### src/sv/sid_pkg.sv
// shared types and constants for the signed 32-bit divider
`timescale 1ns / 1ps
package sid_pkg;

	localparam int unsigned WORD_W    = 32;
	localparam int unsigned STEP_CNT_W = 5;

	localparam logic [WORD_W-1:0] MOST_NEG  = 32'h8000_0000;
	localparam logic [WORD_W-1:0] MOST_POS  = 32'h7FFF_FFFF;
	localparam logic [WORD_W-1:0] MINUS_ONE = 32'hFFFF_FFFF;
	localparam logic [STEP_CNT_W-1:0] LAST_STEP = 5'd31;

	// classified division word handed from front to back
	typedef struct packed {
		logic [WORD_W-1:0] mag_a;
		logic [WORD_W-1:0] mag_b;
		logic              neg;
		logic              sat;
		logic              dz;
	} sid_cmd_t;

	typedef enum logic [2:0] {
		ST_IDLE = 3'b001,
		ST_RUN  = 3'b010,
		ST_FIN  = 3'b100
	} sid_state_t;

endpackage

### src/sv/sid_front.sv
// front end: takes operands and classifies them into a division word
`timescale 1ns / 1ps
module sid_front (
	input  logic signed [31:0] dividend,
	input  logic signed [31:0] divisor,
	output sid_pkg::sid_cmd_t  cmd
);
	import sid_pkg::*;

	logic [WORD_W-1:0] a_u;
	logic [WORD_W-1:0] b_u;

	assign a_u = dividend;
	assign b_u = divisor;

	always_comb begin
		cmd.dz    = (b_u == '0);
		cmd.sat   = (a_u == MOST_NEG) && (b_u == MINUS_ONE);
		cmd.neg   = a_u[WORD_W-1] ^ b_u[WORD_W-1];
		cmd.mag_a = a_u[WORD_W-1] ? (WORD_W'(0) - a_u) : a_u;
		cmd.mag_b = b_u[WORD_W-1] ? (WORD_W'(0) - b_u) : b_u;
	end

endmodule

### src/sv/sid_queue.sv
// short word queue between front and back
`timescale 1ns / 1ps
module sid_queue #(
	parameter int unsigned DEPTH = 2
) (
	input  logic              clk,
	input  logic              arst_n,
	input  logic              push,
	input  sid_pkg::sid_cmd_t push_cmd,
	input  logic              pop,
	output sid_pkg::sid_cmd_t head_cmd,
	output logic              full,
	output logic              empty
);
	import sid_pkg::*;

	localparam int unsigned PTR_W = (DEPTH > 1) ? $clog2(DEPTH) : 1;
	localparam int unsigned CNT_W = $clog2(DEPTH + 1);

	sid_cmd_t         mem_q [DEPTH];
	logic [PTR_W-1:0] wr_ptr_q;
	logic [PTR_W-1:0] rd_ptr_q;
	logic [CNT_W-1:0] cnt_q;

	assign full     = (cnt_q == CNT_W'(DEPTH));
	assign empty    = (cnt_q == '0);
	assign head_cmd = mem_q[rd_ptr_q];

	always_ff @(posedge clk) begin
		if (push) begin
			mem_q[wr_ptr_q] <= push_cmd;
		end
	end

	always_ff @(posedge clk or negedge arst_n) begin
		if (!arst_n) begin
			wr_ptr_q <= '0;
			rd_ptr_q <= '0;
			cnt_q    <= '0;
		end else begin
			if (push) begin
				wr_ptr_q <= (wr_ptr_q == PTR_W'(DEPTH - 1)) ? '0 : wr_ptr_q + 1'b1;
			end
			if (pop) begin
				rd_ptr_q <= (rd_ptr_q == PTR_W'(DEPTH - 1)) ? '0 : rd_ptr_q + 1'b1;
			end
			if (push && !pop) begin
				cnt_q <= cnt_q + 1'b1;
			end else if (pop && !push) begin
				cnt_q <= cnt_q - 1'b1;
			end
		end
	end

	a_cnt_bound: assert property (@(posedge clk) disable iff (!arst_n)
		cnt_q <= CNT_W'(DEPTH))
		else $error("queue count beyond depth");

	a_no_pop_empty: assert property (@(posedge clk) disable iff (!arst_n)
		empty |-> !pop)
		else $error("pop from empty queue");

endmodule

### src/sv/sid_back.sv
// back end: restoring shift-subtract divider, one quotient bit per cycle
`timescale 1ns / 1ps
module sid_back (
	input  logic              clk,
	input  logic              arst_n,
	input  logic              q_empty,
	input  sid_pkg::sid_cmd_t head_cmd,
	output logic              pop,
	output logic              done,
	output logic signed [31:0] quotient,
	output logic              saturated,
	output logic              divide_by_zero
);
	import sid_pkg::*;

	sid_state_t            state_q;
	logic [STEP_CNT_W-1:0] step_q;
	logic [WORD_W-1:0]     rem_q;
	logic [WORD_W-1:0]     qsh_q;
	logic [WORD_W-1:0]     div_q;
	logic                  neg_q;
	logic                  done_q;
	logic [WORD_W-1:0]     quot_q;
	logic                  sat_q;
	logic                  dz_q;

	logic [WORD_W:0]   trial;
	logic              ge;
	logic [WORD_W-1:0] rem_nxt;

	assign pop   = (state_q == ST_IDLE) && !q_empty;
	assign trial = {rem_q, qsh_q[WORD_W-1]} - {1'b0, div_q};
	assign ge    = !trial[WORD_W];
	assign rem_nxt = ge ? trial[WORD_W-1:0] : {rem_q[WORD_W-2:0], qsh_q[WORD_W-1]};

	always_ff @(posedge clk) begin
		case (state_q)
			ST_IDLE: begin
				rem_q <= '0;
				qsh_q <= head_cmd.mag_a;
				div_q <= head_cmd.mag_b;
				neg_q <= head_cmd.neg;
			end
			ST_RUN: begin
				rem_q <= rem_nxt;
				qsh_q <= {qsh_q[WORD_W-2:0], ge};
			end
			default: begin
			end
		endcase
		if (pop && (head_cmd.dz || head_cmd.sat)) begin
			quot_q <= head_cmd.dz ? '0 : MOST_POS;
			sat_q  <= head_cmd.sat && !head_cmd.dz;
			dz_q   <= head_cmd.dz;
		end else if (state_q == ST_FIN) begin
			quot_q <= neg_q ? (WORD_W'(0) - qsh_q) : qsh_q;
			sat_q  <= 1'b0;
			dz_q   <= 1'b0;
		end
	end

	always_ff @(posedge clk or negedge arst_n) begin
		if (!arst_n) begin
			state_q <= ST_IDLE;
			step_q  <= '0;
			done_q  <= 1'b0;
		end else begin
			done_q <= 1'b0;
			case (state_q)
				ST_IDLE: begin
					step_q <= '0;
					if (pop) begin
						if (head_cmd.dz || head_cmd.sat) begin
							done_q <= 1'b1;
						end else begin
							state_q <= ST_RUN;
						end
					end
				end
				ST_RUN: begin
					step_q <= step_q + 1'b1;
					if (step_q == LAST_STEP) begin
						state_q <= ST_FIN;
					end
				end
				ST_FIN: begin
					done_q  <= 1'b1;
					state_q <= ST_IDLE;
				end
				default: begin
					state_q <= ST_IDLE;
				end
			endcase
		end
	end

	assign done           = done_q;
	assign quotient       = quot_q;
	assign saturated      = sat_q;
	assign divide_by_zero = dz_q;

	a_sat_value: assert property (@(posedge clk) disable iff (!arst_n)
		(done_q && sat_q) |-> (quot_q == MOST_POS))
		else $error("saturated word without clamped quotient");

	a_dz_value: assert property (@(posedge clk) disable iff (!arst_n)
		(done_q && dz_q) |-> ((quot_q == '0) && !sat_q))
		else $error("divide by zero word with nonzero quotient");

endmodule

### src/sv/signed_int32_divider_unit.sv
// top level of the signed 32-bit truncating, saturating divider
//
// channel   direction  handshake              ports
// command   in         start & !busy          dividend, divisor
// result    out        done, one-cycle pulse  quotient, saturated, divide_by_zero
//
// a normal division in the back end loads the word, runs one shift-subtract step per quotient bit,
// then fixes the sign; a zero divisor or the overflow case is answered straight from the load
// the back end takes no new word until it has finished the last; it has a single bit-per-cycle subtractor
// busy rises only when the command queue is full; the front keeps taking words while the
// back divides
// results cannot be held off; done lasts exactly one cycle
// reset is asynchronous and clears the queue and the back-end state machine
`timescale 1ns / 1ps
module signed_int32_divider_unit #(
	parameter int unsigned QUEUE_DEPTH = 2
) (
	input  logic               clk,
	input  logic               arst_n,
	input  logic               start,
	output logic               busy,
	input  logic signed [31:0] dividend,
	input  logic signed [31:0] divisor,
	output logic               done,
	output logic signed [31:0] quotient,
	output logic               saturated,
	output logic               divide_by_zero
);
	import sid_pkg::*;

	sid_cmd_t front_cmd;
	sid_cmd_t head_cmd;
	logic     q_full;
	logic     q_empty;
	logic     pop;
	logic     push;

	assign busy = q_full;
	assign push = start && !q_full;

	sid_front u_front (
		.dividend (dividend),
		.divisor  (divisor),
		.cmd      (front_cmd)
	);

	sid_queue #(
		.DEPTH (QUEUE_DEPTH)
	) u_queue (
		.clk      (clk),
		.arst_n   (arst_n),
		.push     (push),
		.push_cmd (front_cmd),
		.pop      (pop),
		.head_cmd (head_cmd),
		.full     (q_full),
		.empty    (q_empty)
	);

	sid_back u_back (
		.clk            (clk),
		.arst_n         (arst_n),
		.q_empty        (q_empty),
		.head_cmd       (head_cmd),
		.pop            (pop),
		.done           (done),
		.quotient       (quotient),
		.saturated      (saturated),
		.divide_by_zero (divide_by_zero)
	);

endmodule

### config.mk
export PLATFORM = sky130hd
export DESIGN_NAME = signed_int32_divider_unit
export DESIGN_NICKNAME = d
export VERILOG_FILES = /design/src/sv/sid_pkg.sv /design/src/sv/sid_front.sv /design/src/sv/sid_queue.sv /design/src/sv/sid_back.sv /design/src/sv/signed_int32_divider_unit.sv
export SDC_FILE = /design/constraint.sdc
export NUM_CORES = 1
export LEC_CHECK = 0
export BUFFER_PORTS_ARGS = -buffer_cell sky130_fd_sc_hd__buf_2
export CAP_MARGIN = 40
export CORE_MARGIN = 4
export CORE_UTILIZATION = 25
export CTS_BUF_LIST = sky130_fd_sc_hd__clkbuf_2 sky130_fd_sc_hd__clkbuf_4 sky130_fd_sc_hd__clkbuf_8
export CTS_CLUSTER_SIZE = 12
export DETAILED_ROUTE_END_ITERATION = 12
export GPL_TIMING_DRIVEN = 1
export SYNTH_ARGS = -nofsm -noshare
export SYNTH_HDL_FRONTEND = slang
export SYNTH_SLANG_ARGS = --single-unit
export TNS_END_PERCENT = 5
### constraint.sdc
create_clock -name clk -period 16.7 [get_ports clk]
set_input_delay 1.67 -clock clk [delete_from_list [all_inputs] [get_ports clk]]
set_output_delay 1.67 -clock clk [all_outputs]
set_load 0.01 [all_outputs]
==> results.md, run 1 <==
* Outcome: finished, final reports clean
* Max Cap Violations at 0
* Initial antenna violation count at 5
* Core Area at 0.0565 mm^2
* Post-Synthesis Cell Area at 0.0143 mm^2
* Post-synth EDFFs at 265
* Cell Pwr Density at 205 mW/mm^2
* FF+latch count, synth at 278
* Final ANT Viol Nets at 0
* Io pins at 103
* Starting Density at 25.3%
* Endpoints failing hold at 0
* Synth Area in Compound Gates at 13.1%
* Routability cong. at 0.844
* Synthesized instance count at 1206
* Router iterations before antenna repair at 5
* Design Area, Final at 0.0167 mm^2
* Average size of a mapped cell at 11.8 um^2
* Row count at 87
* CTS tree: built
* Required @ worst endpoint at 16990 ps
* Synth Area in XOR/XNOR at 7.11%
* Crit end category: register
* Asr flop ratio synth at 4.68%
* Fill cells at 5689
* Largest net degree at the start of global routing at 72
* Worst EP arrival at 4240 ps
* IO Port Bufs at 102
* Final max-slew violation count at 0
* Clock sinks at 278
* Final period utilization at 23.6%
* Overall routing resource usage at 10.7%
* Area share of fa/ha/maj cells after synthesis at 3.56%
* Sequential share of the synthesized area at 58.0%
* Synth Area in Simple Gates at 10.0%
* H-tree Lvls at 2
* Post-synth top flop: edfxtp_1
* Post-synth net total at 1313
* Register Area at 0.00829 mm^2
* Peak supply drop at 0.0911 mV
* Die width at 247 um
* Reg2reg path depth at 13
* # DRC at 0
* P_leak at 6.02 nW
* TritonCTS Buffers at 44
* Via-per-instance ratio at 4.63
* Post_cts resized at 0
* Vias in the first global route at 9579
* Least-Margin Pin Slew at 896 ps
* Vias after detailed routing at 9752
* RSZ-0062 raised after global routing: no
* Worst-path fanout max at 5
* Global-route wire length before repair at 53200 um
* Die height at 247 um
* RR Startpoint: u_back.qsh_q[31]$_DFFE_PN_
* Post-synthesis mux area share at 5.19%
* # hold bufs at CTS at 0
* Rel. slew slack at 40.1%
* Layout cells sized above 1 at 18.3%
* Worst setup path startpoint: divisor[8]
* Total Nets Final at 1420
* Synth cell types at 67
* Root Driver: clkbuf_8
* Clk slew on worst S/H paths at 60 ps
* Hold Crit Class: reg2reg
* Area used by multi-input combinational logic at 0.00559 mm^2
* Tmin final at 3950 ps
* Total gr overflow at 0
* Clock latency on the worst-skew pair at 560 ps
* DR WL/cell at 15.8 um
* Setup TNS at 0 ps
* Hold_sp: u_queue.cnt_q[1]$_DFFE_PN0P_
* Die area at 0.0610 mm^2
* DRT Wirelength at 33200 um
* Ys Warns at 0
* Setup crit end: u_queue.mem_q[1][28]$_DFFE_PP_
* Largest family of logic cells by synthesized area: compound AO/OA/AOI/OAI gates
* Area growth syn-to-layout at 16.8%
* Clk buf depth at 3
* Crit Path Category: in2reg
* Placement Cell Area at 0.0157 mm^2
* Setup slack, reg-to-reg at 12760 ps
* DRT iter0 DRCs at 553
* Nature of the critical path startpoint: input pin
* Hpwl dp at 23700 um
* # setup viols final at 0
* Worst reg2reg path endpoint: u_back.rem_q[30]$_SDFFCE_PN0N_
* Hold depth at 1
* Post CTS Setup Buffer Count at 0
* Clk_skew at 19.2 ps
* Max Clock Freq at 0.253 GHz
==> layout make-up <==
cell class,instances,area share (%)
repair buffers,118,4.17
well taps,756,5.67
flip-flops and latches,278,49.7
diodes,3,0.0450
inverters,57,1.28
clock inverters,26,1.52
clock buffers,53,4.15
multi-input cells,814,33.5
==> cell usage after synthesis, drive strengths merged (11+ instances only) <==
master	count	area [um^2]
nand2	92	348
or4	16	131
a21o	16	120
xnor2	91	797
nor3	15	75.1
ha	39	488
xor2	25	219
o31ai	24	194
nand3	34	170
nand4	13	81.3
dfrtp	12	300
or3	16	105
mux2i	37	370
edfxtp	265	7960
nor4	15	100
o21ai	135	676
clkbuf	49	184
a21oi	79	395
nor2	37	139
o41ai	11	96.3
mux2	33	372
inv	57	214
==> logic make-up (layout without fill, tap and decap cells) <==
family | after synthesis | count (layout)
AO/OA/AOI/OAI | 311 | 311
XOR/XNOR | 116 | 116
adder cells (fa/ha/maj) | 40 | 40
buffers and inverters | 114 | 254
flip-flops | 278 | 278
multiplexers | 70 | 70
other | 0 | 3
AND/OR/NAND/NOR | 277 | 277
==> worst max-delay path: stages <==
cell and delay (ps):
buf_2 120, or4_4 550, nor4_1 220, nand3_1 240
or3_1 430, or4_1 540, o41ai_1 350, xnor2_1 130
==> per-layer routing <==
| layer | vias up | GRT usage (%) | wire, um |
|---|---|---|---|
| li1 | 4750 | - | - |
| met3 | 59 | 1.73 | 1520 |
| met5 | - | 0 | 27 |
| met2 | 210 | 17.8 | 15700 |
| met1 | 4729 | 14.3 | 15200 |
| met4 | 4 | 3.59 | 809 |
==> through the flow <==
| step | total power [W] | utilization [%] | instances | hold slack, ps | setup WS, ps |
|---|---|---|---|---|---|
| final | 0.00341 | 29.5 | 2105 | 499 | 12750 |
| after CTS | 0.00344 | 29.5 | 2102 | 503 | 12770 |
| after global routing | 0.00367 | 29.5 | 2104 | 531 | 12440 |
| after floorplan | 0.00237 | - | 1206 | 461 | 11060 |
| after global placement | 0.00275 | 27.7 | 2018 | 482 | 12240 |
| after detailed placement | 0.00280 | 27.8 | 2023 | 494 | 12150 |
==> flip-flops by register name, indices dropped and copies added, names as in the netlist <==
| signal | count |
|---|---|
| u_back.div_q | 32 |
| u_back.divide_by_zero | 1 |
| u_back.done | 1 |
| u_back.neg_q | 1 |
| u_back.qsh_q | 32 |
| u_back.quotient | 32 |
| u_back.rem_q | 32 |
| u_back.saturated | 1 |
| u_back.state_q | 3 |
| u_back.step_q | 5 |
| u_queue.cnt_q | 2 |
| u_queue.mem_q | 134 |
| u_queue.rd_ptr_q | 1 |
| u_queue.wr_ptr_q | 1 |
==> where the power goes <==
part	switching, W	internal [W]	total (W)
registers	0.000169	0.00114	0.00131
logic	0.000887	0.000591	0.00148
clock network	0.000270	0.000353	0.000623
==> cell usage in the layout, fill, tap and decap left out, types with 4 or more instances in the layout <==
cell,n
clkinv_1,8
o31ai_1,23
nand2b_1,10
buf_2,102
o21ai_0,127
and3_1,4
nand2_1,91
a21o_1,16
o21a_1,8
a211oi_1,4
clkbuf_4,6
o21ai_1,8
mux2_2,33
edfxtp_1,265
nand4_1,13
a21oi_1,79
nor3_1,14
nor4_1,14
nand3_1,34
clkbuf_8,47
xor2_1,25
o41ai_1,11
ha_1,39
a31oi_1,4
o211ai_1,4
or3_1,15
bufinv_16,5
inv_1,56
buf_4,12
mux2i_1,37
xnor2_1,91
dfrtp_1,11
nor2_1,36
clkinv_2,10
or4_1,13
==> worst min-delay path by stage <==
stage,to,slack (ps)
final,u_queue.cnt_q[1]$_DFFE_PN0P_,500
after global routing,u_queue.cnt_q[1]$_DFFE_PN0P_,530
after CTS,u_queue.cnt_q[1]$_DFFE_PN0P_,500
after detailed placement,u_queue.cnt_q[1]$_DFFE_PN0P_,490
after global placement,u_queue.cnt_q[1]$_DFFE_PN0P_,480
after floorplan,u_queue.wr_ptr_q$_DFFE_PN0P_,460
Power figures use the tool's default switching activity.
==> run 2: changes to the inputs <==
==> constraint.sdc (replaced) <==
create_clock -name clk -period 3.22 [get_ports clk]
set_input_delay 0.322 -clock clk [delete_from_list [all_inputs] [get_ports clk]]
set_output_delay 0.322 -clock clk [all_outputs]
set_load 0.01 [all_outputs]
==> results.md, run 2 (synthesis results as in run 1) <==
* Largest net degree at the start of global routing at 71 (was 72)
* Overall routing resource usage at 10.8% (was 10.7%)
* Die area at 0.0610 mm^2 (unchanged)
* Global-route wire length before repair at 53500 um (was 53200 um)
* Core Area at 0.0565 mm^2 (unchanged)
* Starting Density at 25.3% (unchanged)
* Layout cells sized above 1 at 22.3% (was 18.3%)
* DRT Wirelength at 34000 um (was 33200 um)
* Root Driver: clkbuf_8 (unchanged)
* Tmin final at 3150 ps
* Router iterations before antenna repair at 5 (unchanged)
* Die height at 247 um (unchanged)
* Via-per-instance ratio at 4.57 (was 4.63)
* Design Area, Final at 0.0172 mm^2 (was 0.0167 mm^2)
* CTS tree: built (unchanged)
* Peak supply drop at 0.428 mV (was 0.0911 mV)
* Worst EP arrival at 3550 ps (was 4240 ps)
* Hold Crit Class: in2reg (was reg2reg)
* Vias after detailed routing at 9844 (was 9752)
* H-tree Lvls at 2 (unchanged)
* Crit end category: register (unchanged)
* Max reg flops at 134 (unchanged)
* Crit-path max cell delay at 410 ps (was 550 ps)
* Critical Path Slowest Stage Cell: a2111oi_0 (was or4_4)
* Placement Cell Area at 0.0160 mm^2 (was 0.0157 mm^2)
* Max Cap Violations at 0 (unchanged)
* Clk slew on worst S/H paths at 70 ps (was 60 ps)
* Cell Pwr Density at 1070 mW/mm^2 (was 205 mW/mm^2)
* Least-Margin Pin Slew at 915 ps (was 896 ps)
* Required @ worst endpoint at 3620 ps (was 16990 ps)
* Total Nets Final at 1463 (was 1420)
* Io pins at 103 (unchanged)
* Outcome: finished, final reports clean (unchanged)
* Final max-slew violation count at 0 (unchanged)
* Worst-path fanout max at 3 (was 5)
* Commonest non-fill, non-tap cells in the layout: edfxtp_1 (265), o21ai_0 (126), buf_2 (102) (was edfxtp_1 (265), o21ai_0 (127), buf_2 (102))
* CP Buf/Inv Count at 1 (unchanged)
* Reg with most FFs: u_queue.mem_q (unchanged)
* Clock latency on the worst-skew pair at 580 ps (was 560 ps)
* Endpoints failing hold at 0 (unchanged)
* Delay-heaviest family, CP: compound AO/OA/AOI/OAI gates (was simple AND/OR/NAND/NOR gates)
* Clk_skew at 41.2 ps (was 19.2 ps)
* Min Hold Slack at 109 ps (was 499 ps)
* Layout Cells excl Fill at 2152 (was 2105)
* Crit Path Category: reg2reg (was in2reg)
* Vias in the first global route at 9749 (was 9579)
* Clk buf depth at 3 (unchanged)
* Final ANT Viol Nets at 0 (unchanged)
* DRT iter0 DRCs at 728 (was 553)
* TritonCTS Buffers at 44 (unchanged)
* Final period utilization at 97.9%
* Commonest non-fill, non-tap cell in the layout: edfxtp_1 (unchanged)
* Nature of the critical path startpoint: register (was input pin)
* RSZ-0062 raised after global routing: yes (was no)
* Max Clock Freq at 0.317 GHz
* DR WL/cell at 15.8 um (about the same)
* Placed insts at 2058 (was 2023)
* Rel. slew slack at 39.0% (was 40.1%)
* P_leak at 6.21 nW (was 6.02 nW)
* Row count at 87 (unchanged)
* Die width at 247 um (unchanged)
* Crit-path cells: inv_1 > ha_4 > a21o_1 > a2111oi_0 > a21oi_1 > a31oi_2 > o21ai_1 > a21o_1 > or4_1 > a311o_1 > a21oi_1 (was buf_2 > or4_4 > nor4_1 > nand3_1 > or3_1 > or4_1 > o41ai_1 > xnor2_1)
* IO Port Bufs at 102 (unchanged)
* Area growth syn-to-layout at 20.1% (was 16.8%)
* Initial antenna violation count at 8 (was 5)
* Hpwl dp at 24000 um (was 23700 um)
* Routability cong. at 0.850 (was 0.844)
* Total gr overflow at 0 (unchanged)
* # setup viols final at 0 (unchanged)
* Fill cells at 5690 (was 5689)
* # DRC at 0 (unchanged)
* Clock sinks at 278 (unchanged)
run 2: layer usage:
metal,part of all wire [%],up-vias,GRT usage [%]
met3,4.3,55,1.92
met1,45,4738,14.4
li1,-,4842,-
met5,0.079,-,0
met4,2.3,4,3.34
met2,48,205,17.8
run 2: final timing paths:
check                      slack (ps)                    startpoint                        endpoint  cells past startpoint
setup / recovery                   70     u_back.div_q[3]$_DFFE_PP_  u_back.rem_q[23]$_SDFFCE_PN0N_                     11
hold / removal                    110                  dividend[16]  u_queue.mem_q[0][51]$_DFFE_PP_                      2
setup reg to reg                   70     u_back.div_q[3]$_DFFE_PP_  u_back.rem_q[23]$_SDFFCE_PN0N_                     11
hold reg to reg                   500  u_queue.cnt_q[1]$_DFFE_PN0P_    u_queue.cnt_q[1]$_DFFE_PN0P_                      1
max in group asynchronous        2700                        arst_n   u_back.state_q[0]$_DFFE_PN1P_                      2
min in group asynchronous         220                        arst_n   u_back.state_q[1]$_DFFE_PN0P_                      2
run 2: layout make-up:
| cell class | count | area (um^2) | area share [%] |
|---|---|---|---|
| Tap cell | 756 | 946 | 5.51 |
| Inverter | 57 | 214 | 1.25 |
| Timing Repair Buffer | 161 | 1080 | 6.31 |
| Multi-Input combinational cell | 814 | 5750 | 33.5 |
| Antenna cell | 5 | 12.5 | 0.0729 |
| Sequential cell | 278 | 8290 | 48.3 |
| Clock buffer | 54 | 681 | 3.97 |
| Clock inverter | 27 | 188 | 1.09 |
run 2: stage by stage:
| step | total power (W) | util [%] | setup TNS (ps) | worst slack (ps) |
|---|---|---|---|---|
| 4_1_cts | 0.0182 | 30.0 | 0 | 0.143 |
| 3_3_place_gp | 0.0149 | 28.3 | -74.6 | -32.8 |
| 5_1_grt | 0.0197 | 30.4 | -108 | -36.0 |
| 6_report | 0.0184 | 30.4 | 0 | 67.6 |
| 2_1_floorplan | 0.0123 | - | -16640 | -260 |
| 3_5_place_dp | 0.0150 | 28.3 | -962 | -117 |
run 2: what timing repair did:
action                                  4_1_cts  5_1_grt
endpoints found under the setup margin       27       33
setup buffers                                 0        3
cloned                                        0        2
hold endpoints to repair                     17        0
gates resized for setup                       6       27
hold buffers                                  3        0
pin swaps                                     2       19
run 2: power by group:
group	switching [W]	internal [W]	total [W]
Combinational	0.00495	0.00367	0.00861
Sequential	0.000837	0.00593	0.00677
Clock	0.00143	0.00157	0.00300
Total	0.00721	0.0112	0.0184
